## src/rtl/salc_pkg.sv

```systemverilog
package salc_pkg;

	localparam int MaxSetBits = 6;
	localparam int MaxWays = 8;
	localparam int NumSets = 1 << MaxSetBits;
	localparam int WayW = $clog2(MaxWays);
	localparam int SetW = MaxSetBits;
	localparam int TagW = 62;
	localparam int StampW = 64;
	localparam int CntW = 32;
	localparam int QDepth = 2;

	typedef enum logic [1:0] {
		OP_LOAD   = 2'd0,
		OP_STORE  = 2'd1,
		OP_MODIFY = 2'd2,
		OP_IFETCH = 2'd3
	} op_t;

	typedef enum logic [1:0] {
		OUT_HIT   = 2'd0,
		OUT_MISS  = 2'd1,
		OUT_EVICT = 2'd2
	} outcome_t;

	typedef enum logic [1:0] {
		CFG_SET_BITS   = 2'd0,
		CFG_BLOCK_BITS = 2'd1,
		CFG_WAYS       = 2'd2
	} cfg_idx_t;

	typedef enum logic [1:0] {
		ST_IDLE,
		ST_READ,
		ST_WRITE
	} bk_state_t;

	// classified access handed from front to back
	typedef struct packed {
		logic [SetW-1:0] set;
		logic [TagW-1:0] tag;
		logic            twice;
	} acc_t;

endpackage

```

## src/rtl/salc_front.sv

```systemverilog
module salc_front (
	input  logic                         clk,
	input  logic                         arst_n,
	input  logic                         in_valid,
	output logic                         in_stall,
	input  logic [1:0]                   opcode,
	input  logic [63:0]                  address,
	input  logic [2:0]                   set_bits_q,
	input  logic [5:0]                   block_bits_q,
	output logic                         acc_valid,
	input  logic                         acc_take,
	output salc_pkg::acc_t               acc
);

	localparam int CntW = $clog2(salc_pkg::QDepth + 1);
	localparam int PtrW = (salc_pkg::QDepth > 1) ? $clog2(salc_pkg::QDepth) : 1;

	salc_pkg::acc_t        q_mem [salc_pkg::QDepth];
	logic [PtrW-1:0]       wr_q, rd_q;
	logic [CntW-1:0]       cnt_q;
	logic [2:0]            sb;
	logic [5:0]            bb;
	logic [6:0]            sh;
	logic [63:0]           a_blk, a_tag;
	logic [63:0]           set_mask;
	salc_pkg::acc_t        cls;
	logic                  push, pop;

	always_comb begin
		sb = set_bits_q;
		if (sb == 3'd0) sb = 3'd1;
		if (sb > 3'(salc_pkg::MaxSetBits)) sb = 3'(salc_pkg::MaxSetBits);
		bb = block_bits_q;
		if (bb == 6'd0) bb = 6'd1;
		if (bb > 6'd32) bb = 6'd32;
		sh = 7'(bb) + 7'(sb);
		a_blk = address >> bb;
		a_tag = address >> sh;
		set_mask = (64'd1 << sb) - 64'd1;
		cls.set = salc_pkg::SetW'(a_blk & set_mask);
		cls.tag = a_tag[salc_pkg::TagW-1:0];
		cls.twice = (opcode == salc_pkg::OP_MODIFY);
	end

	assign in_stall = (cnt_q == CntW'(salc_pkg::QDepth));
	assign push = in_valid && !in_stall && (opcode != salc_pkg::OP_IFETCH);
	assign acc_valid = (cnt_q != '0);
	assign pop = acc_valid && acc_take;
	assign acc = q_mem[rd_q];

	always_ff @(posedge clk) begin
		if (push) q_mem[wr_q] <= cls;
	end

	always_ff @(posedge clk or negedge arst_n) begin
		if (!arst_n) begin
			wr_q <= '0;
			rd_q <= '0;
			cnt_q <= '0;
		end else begin
			if (push) wr_q <= (wr_q == PtrW'(salc_pkg::QDepth - 1)) ? '0 : wr_q + 1'b1;
			if (pop) rd_q <= (rd_q == PtrW'(salc_pkg::QDepth - 1)) ? '0 : rd_q + 1'b1;
			cnt_q <= cnt_q + CntW'(push) - CntW'(pop);
		end
	end

	a_cnt_bound: assert property (@(posedge clk) disable iff (!arst_n)
		cnt_q <= CntW'(salc_pkg::QDepth)) else $error("queue overflow");
	a_no_push_full: assert property (@(posedge clk) disable iff (!arst_n)
		in_stall |-> !push) else $error("push while full");
	a_pop_nonempty: assert property (@(posedge clk) disable iff (!arst_n)
		pop |-> cnt_q != '0) else $error("pop while empty");

endmodule

```

## config.mk

```make
export PLATFORM = sky130hd
export DESIGN_NAME = salc_front
export DESIGN_NICKNAME = d
export VERILOG_FILES = /design/src/rtl/salc_pkg.sv /design/src/rtl/salc_front.sv
export SDC_FILE = /design/constraint.sdc
export NUM_CORES = 1
export LEC_CHECK = 0
export ABC_AREA = 1
export BUFFER_PORTS_ARGS = -buffer_cell sky130_fd_sc_hd__buf_2
export CELL_PAD_IN_SITES_DETAIL_PLACEMENT = 0
export CELL_PAD_IN_SITES_GLOBAL_PLACEMENT = 1
export CORE_MARGIN = 2
export CORE_UTILIZATION = 39
export DETAILED_ROUTE_END_ITERATION = 6
export GPL_TIMING_DRIVEN = 1
export PLACE_DENSITY_LB_ADDON = 0.2
export SLEW_MARGIN = 10
export SYNTH_ARGS = -nofsm -noshare
export SYNTH_HDL_FRONTEND = slang
export SYNTH_SLANG_ARGS = --single-unit
export TNS_END_PERCENT = 20
```

## constraint.sdc

```tcl
create_clock -name clk -period 5.3 [get_ports clk]
set_input_delay 0.795 -clock clk [delete_from_list [all_inputs] [get_ports clk]]
set_output_delay 0.795 -clock clk [all_outputs]
set_load 0.02 [all_outputs]
```

==> summary.md, run 1 <==
| Metric | Value |
|---|---|
| Share of cells above drive strength 1 | `13.82%` |
| Total GRT Usage | `25.89%` |
| WL final | `38760 µm` |
| Crit start category | `primary input` |
| RSZ-0062 raised after global routing | `false` |
| Vias in the first global route | `10430` |
| Post-synthesis sequential area ratio | `38.31%` |
| Critical path data arrival time | `4310 ps` |
| Die H | `172.5 µm` |
| Antenna-violating nets left | `0` |
| Cells after Synth | `1640` |
| Period utilization | `78.89%` |
| Mapped Area | `11080 µm²` |
| CTS tree | `yes` |
| Vias | `11190` |
| Cells resized by post-CTS repair | `0` |
| Register-to-register setup slack | `2620 ps` |
| GPL Wtd Cong | `0.9026` |
| P&R area growth vs syn | `13.52%` |
| Die area | `29770 µm²` |
| Min Clock Period, post-route | `4181 ps` |
| WP data required | `5430 ps` |
| Status | `finished, final reports clean` |
| Vias/cell | `5.306` |
| Pwr dens | `431.4 nW/µm²` |
| Buffers added on ports | `149` |
| Worst slack at placement | `674.0 ps` |
| Comb pwr share | `48.3%` |
| Kind of critical path | `in -> reg` |
| Fmax | `239.2 MHz` |
| Top FF cell, synth | `edfxtp_1` |
| Clock Power Share | `22.1%` |
| Worst VDD drop | `0.2436 mV` |
| H-tree Lvls | `4` |
| Fin worst setup slack | `1119 ps` |
| Worst rel slew slack | `24.68%` |
| Nets@finish | `1801` |
| Worst setup EP type | `register` |
| Post-synthesis register bit count | `142` |
| Setup Skew | `15.01 ps` |
| Die W | `172.5 µm` |
| Routed WL per cell | `18.39 µm` |
| Worst-Skew Late Latency | `430 ps` |
| Initial Utilization | `39.76%` |
| Slew Viols, Final | `0` |
| Initial DRC count | `1238` |
| Post-DP HPWL | `29110 µm` |
| Reg power frac | `29.6%` |
| Clock Path Buffers | `2` |
| Hold Vio Cnt, Final | `0` |
| Root Driver | `clkbuf_16` |
| # setup viols final | `0` |
| Initial antenna violation count | `0` |
| Clk sinks | `142` |
| Syn Nets | `1725` |
| Async SR Flop Fraction | `2.817%` |
| 1st-pass router iterations | `5` |
| Post-CTS setup buffers | `0` |
| GRT overflow | `0` |
| Syn. warnings | `0` |
| Sw Share | `46.54%` |
| Int Pwr | `2900 µW` |
| EDFF count, synth | `138` |
| Largest area contributor in the netlist | `edfxtp_1` |
| Max cap viols | `0` |
| Hold/Removal Path Class | `in -> async` |
| Synth unique cells | `39` |
| Leakage power | `0.005899 µW` |
| Setup TNS | `0 ps` |
| Worst Tran Pin Value | `1127 ps` |
| CTS clock-pin slew for the worst setup and hold paths | `70 ps` |
| Maximum fanout along the worst path | `42` |
| P_sw | `2524 µW` |
| Rows | `61` |
| Largest net degree at the start of global routing | `70` |
| Total core area | `27860 µm²` |
| CTS buffer count | `17` |
| Top cell type's share of synthesized area | `37.41%` |
| # DRC | `0` |
| Synth area leaders | `edfxtp_1, nand2_1, nand3_1` |
| WHS | `167.2 ps` |
| Crit path launch | `block_bits_q[2]` |
| Synth Area per Inst | `6.754 µm²` |
| Hold_buf cts | `0` |
| First-pass GRT wire length | `60650 µm` |
| IO Pins | `150` |
| Critical R2R Launch | `cnt_q[1]` |
-- path summary, 6_finish.rpt --
path | endpoint | depth (start not counted)
setup reg to reg | q_mem[0][4] | 4
hold reg to reg | cnt_q[0] | 1
max in group asynchronous | rd_q | 1
setup / recovery | q_mem[0][4] | 18
min in group clk | cnt_q[0] | 1
hold / removal | cnt_q[0] | 1
-- synth_stat cells, types with 2 or more instances --
library cell / number
nand2_1: 669
nand3_1: 259
edfxtp_1: 138
o21ai_0: 125
inv_1: 86
o21ai_1: 60
clkbuf_1: 54
nor2_1: 54
buf_2: 39
mux2i_1: 32
o211ai_1: 25
buf_1: 11
inv_2: 11
buf_4: 8
buf_6: 8
a21oi_1: 7
a31oi_1: 6
nand2_2: 6
ha_1: 5
nor3_1: 5
dfrtp_1: 4
o21a_1: 4
or2_1: 4
xor2_1: 3
or2_2: 2
xnor2_1: 2
-- stage by stage --
stage          cells  area [µm²]  utilization [%]  power (µW)
3_3_place_gp    2075       11950            42.91        4260
2_1_floorplan   1640       11080                -        3371
4_1_cts         2107       12570            45.13        5457
6_report        2108       12570            45.14        5424
3_5_place_dp    2075       11950            42.91        4265
5_1_grt         2107       12570            45.13        5793
-- logic make-up after synthesis --
family	after synthesis	share of synthesized area [%]
simple gates	1002	37.32
compound gates	233	11.50
buf+inv	219	8.686
flops	142	38.31
mux	32	2.892
xor+xnor	6	0.5423
fa+ha+maj	6	0.7455
-- critical path: stages --
cell and delay, ps:
buf_2 190, nor2_2 150, nand3_1 100, nand2_2 80, buf_4 400, nand2_2 110
inv_2 70, ha_1 300, nand2_1 100, nand2_1 50, a31oi_1 230, nand2_1 100
nand2_2 120, buf_4 230, buf_4 480, o21ai_1 190, o21ai_1 460, o21ai_1 150
-- placed cells by master (no fill, tap or decap), drive strengths merged, types with 5 or more instances in the layout --
cell    synthesis  routed
buf            66     177
or2             6       6
o211ai         25      25
ha              5       5
nand3         259     259
nor3            5       5
mux2i          32      32
o21ai         186     186
inv            97     101
a31oi           6       6
a21oi           7       7
nor2           56      56
nand2         675     675
clkbuf         54      17
edfxtp        138     138
clkinv          2      12
-- flip-flops by register name (all words and copies together) (netlist names) --
name / count
q_mem: 138
wr_q: 1
cnt_q: 2
rd_q: 1
-- power groups by stage --
stage,registers (µW),logic [µW],clock network [µW]
after floorplan,1630,1740,0
after global placement,1630,2630,0
after detailed placement,1630,2630,0
after CTS,1610,2640,1210
after global routing,1630,2900,1260
final,1610,2620,1200
-- layer usage --
| layer | global-route usage (%) | share of wire (%) | vias up |
|---|---|---|---|
| met3 | 3.056 | 5.7 | 21 |
| met4 | 4.950 | 1.2 | 0 |
| met2 | 40.93 | 45 | 361 |
| met5 | 0 | 0 | - |
| li1 | - | - | 5606 |
| met1 | 38.33 | 48 | 5198 |
-- cell type report --
class                   count  area, µm²
fillers                  2971      15280
multi-input cells        1279       5907
flip-flops and latches    142       4245
repair buffers            177      955.9
well taps                 378      473.0
clock buffers              17      425.4
inverters                  99      372.9
clock inverters            15      192.7
diodes                      1      2.502
(Power assumes the default switching activity.)
==> run 2, diff against run 1 <==
--- a/config.mk
+++ b/config.mk
@@ -10,7 +10,7 @@
 export CELL_PAD_IN_SITES_DETAIL_PLACEMENT = 0
 export CELL_PAD_IN_SITES_GLOBAL_PLACEMENT = 1
 export CORE_MARGIN = 2
-export CORE_UTILIZATION = 39
+export CORE_UTILIZATION = 38
 export DETAILED_ROUTE_END_ITERATION = 6
 export GPL_TIMING_DRIVEN = 1
 export PLACE_DENSITY_LB_ADDON = 0.2
==> constraint.sdc (replaced) <==
create_clock -name clk -period 3.75 [get_ports clk]
set_input_delay 0.5625 -clock clk [delete_from_list [all_inputs] [get_ports clk]]
set_output_delay 0.5625 -clock clk [all_outputs]
set_load 0.02 [all_outputs]
==> run 2 against run 1 <==
First-iteration DRC count shrank 21%. Global-route usage shrank 1.2 points. Critical path depth shrank 3. Worst hold slack gained 270 ps. Non-clock buffer count grew 95. Cell area grew 7.0%. Clock skew shrank 5.9 ps. Setup slack lost 740 ps. Via count grew 1.7%. Largest power group unchanged. Clock power grew 43%. Critical path type unchanged. Combinational power grew 53%.
==> summary.md, run 2 (synthesis results as in run 1) <==
| Metric | Value |
|---|---|
| GRT overflow | `0 (unchanged)` |
| Clk sinks | `142 (unchanged)` |
| CTS clock-pin slew for the worst setup and hold paths | `70 ps (about the same)` |
| Worst-Skew Late Latency | `420 ps (about the same)` |
| Met3 Use GR | `2.589% (-0.47 points)` |
| Final core occ | `46.86% (+1.7 points)` |
| Largest Register | `q_mem` |
| CTS tree | `yes` |
| WP data required | `3900 ps (-1530 ps)` |
| Die H | `174.7 µm (+1.3%)` |
| Crit start category | `primary input` |
| Vias in the first global route | `10720 (+2.8%)` |
| Critical path data arrival time | `3520 ps (-790 ps)` |
| Worst Tran Pin Value | `767.7 ps (-359.4 ps)` |
| Worst setup EP type | `register` |
| Most common cell after layout, fill and taps aside | `nand2_1` |
| Clock Path Buffers | `2 (unchanged)` |
| # DRC | `0 (unchanged)` |
| Setup Skew | `9.077 ps (-5.937 ps)` |
| Worst slack at placement | `63.48 ps (-610.5 ps)` |
| Die W | `174.7 µm (+1.3%)` |
| M2 GR Usage | `39.67% (-1.3 points)` |
| P&R area growth vs syn | `21.43%` |
| Met1 Use GR | `36.18% (-2.2 points)` |
| Leakage power | `0.006416 µW (+8.8%)` |
| Status | `finished, final reports clean` |
| Vias | `11380 (+1.7%)` |
| H-tree Lvls | `4 (unchanged)` |
| Fmax | `296.5 MHz` |
| Fin worst setup slack | `377.1 ps (-741.7 ps)` |
| Max cap viols | `0 (unchanged)` |
| Min Clock Period, post-route | `3373 ps` |
| Vias/cell | `5.155 (-2.8%)` |
| Kind of critical path | `in -> reg` |
| Initial antenna violation count | `0 (unchanged)` |
| Initial DRC count | `976 (-21%)` |
| Routed WL per cell | `17.15 µm (-6.8%)` |
| Hold Vio Cnt, Final | `0 (unchanged)` |
| Largest registers | `q_mem x138, cnt_q x2` |
| Post-DP HPWL | `28670 µm (-1.5%)` |
| Period utilization | `89.94%` |
| CTS buffer count | `17 (unchanged)` |
| Total core area | `28700 µm² (+3.0%)` |
| GPL Wtd Cong | `0.8535 (-5.4%)` |
| Total power | `7978 µW (+47%)` |
| Maximum fanout along the worst path | `23 (-45%)` |
| Fillers | `3039 (+2.3%)` |
| Buffers added on ports | `149 (unchanged)` |
| RSZ-0062 raised after global routing | `false` |
| Rows | `62 (+1.6%)` |
| WL final | `37840 µm (-2.4%)` |
| Hold/Removal Path Class | `in -> reg` |
| Initial Utilization | `38.59% (-1.2 points)` |
| WHS | `439.2 ps (+271.9 ps)` |
| Top Usage Layer GRT | `met2` |
| Post-CTS setup buffers | `0 (unchanged)` |
| Number of diodes | `0 (-1)` |
| 1st-pass router iterations | `5 (unchanged)` |
| # setup viols final | `0 (unchanged)` |
| First-pass GRT wire length | `59260 µm (-2.3%)` |
| Slew Viols, Final | `0 (unchanged)` |
| IO Pins | `150 (unchanged)` |
| Largest net degree at the start of global routing | `70 (unchanged)` |
| Die area | `30530 µm² (+2.6%)` |
| Pwr dens | `593.1 nW/µm² (+38%)` |
| Most frequent cells in the layout | `nand2_1, nand3_1, buf_2` |
| Max reg flops | `138 (unchanged)` |
| Root Driver | `clkbuf_16` |
| Worst rel slew slack | `48.82% (+24 points)` |
| Share of cells above drive strength 1 | `18.21% (+4.4 points)` |
| Total GRT Usage | `24.67% (-1.2 points)` |
| Antenna-violating nets left | `0 (unchanged)` |
| Worst VDD drop | `0.2886 mV (+18%)` |
| Nets@finish | `1896 (+5.3%)` |
-- run 2: changes by cell type in the layout (fill, tap and decap cells not counted) --
| cell | before | now |
|---|---|---|
| diode_2 | 1 | 0 |
| bufinv_16 | 0 | 2 |
| clkinvlp_4 | 1 | 2 |
| clkinv_4 | 3 | 1 |
| buf_12 | 0 | 14 |
| clkinv_8 | 7 | 0 |
| inv_6 | 0 | 5 |
| buf_4 | 28 | 108 |
| dlygate4sd3_1 | 0 | 1 |
-- run 2: path summary, 6_finish.rpt --
kind                                    start     endpoint  slack, ps  cells past startpoint
worst max-delay path            set_bits_q[1]  q_mem[1][9]        380                     15
worst min-delay path                 acc_take         rd_q        440                      3
worst max register to register       cnt_q[0]     cnt_q[1]       1850                      6
worst min register to register       cnt_q[0]     cnt_q[0]        570                      1
max in group asynchronous              arst_n         rd_q       3140                      2
min in group asynchronous              arst_n     cnt_q[1]        470                      2
-- run 2: power by group --
group          switching (µW)  total, µW  internal, µW
clock network             712       1720          1000
registers                78.1       2270          2190
logic                    2700       4000          1290
total                    3490       7980          4480
-- run 2: final cells by class --
type | count | area [µm²] | share of cell area [%]
Timing Repair Buffer | 272 | 1847 | 13.73
Clock inverter | 14 | 172.7 | 1.284
Clock buffer | 17 | 425.4 | 3.163
Multi-Input combinational cell | 1279 | 5907 | 43.92
Tap cell | 384 | 480.5 | 3.572
Inverter | 99 | 372.9 | 2.772
Sequential cell | 142 | 4245 | 31.56
-- run 2: through the flow --
stage          cell area (µm²)  std cells  setup TNS (ps)
2_1_floorplan            11080       1640          -58620
3_3_place_gp             12840       2175               0
3_5_place_dp             12840       2175               0
4_1_cts                  13450       2207               0
5_1_grt                  13450       2207               0
6_report                 13450       2207               0
-- run 2: metal layers --
layer  routed length, µm  vias up
met5                   0        -
met4                 427        0
met3                1763       24
met2               17280      317
met1               18370     5248
li1                    -     5789
-- run 2: repair_timing --
action                                 CTS  global route
endpoints found under the hold margin    4             0
gates resized for setup                  0             0
hold buffers                             1             0
setup endpoints to repair                0             0
-- run 2: critical path, stage by stage --
cell     delay [ps]
buf_2           100
inv_1            50
nand2_1          60
o21ai_0         170
ha_2            260
fa_1            610
inv_2            70
buf_12          150
buf_4           140
o21ai_0         310
o21ai_1         180
o21ai_0         400
nand2_1          90
o21ai_1         190
o21ai_1         160
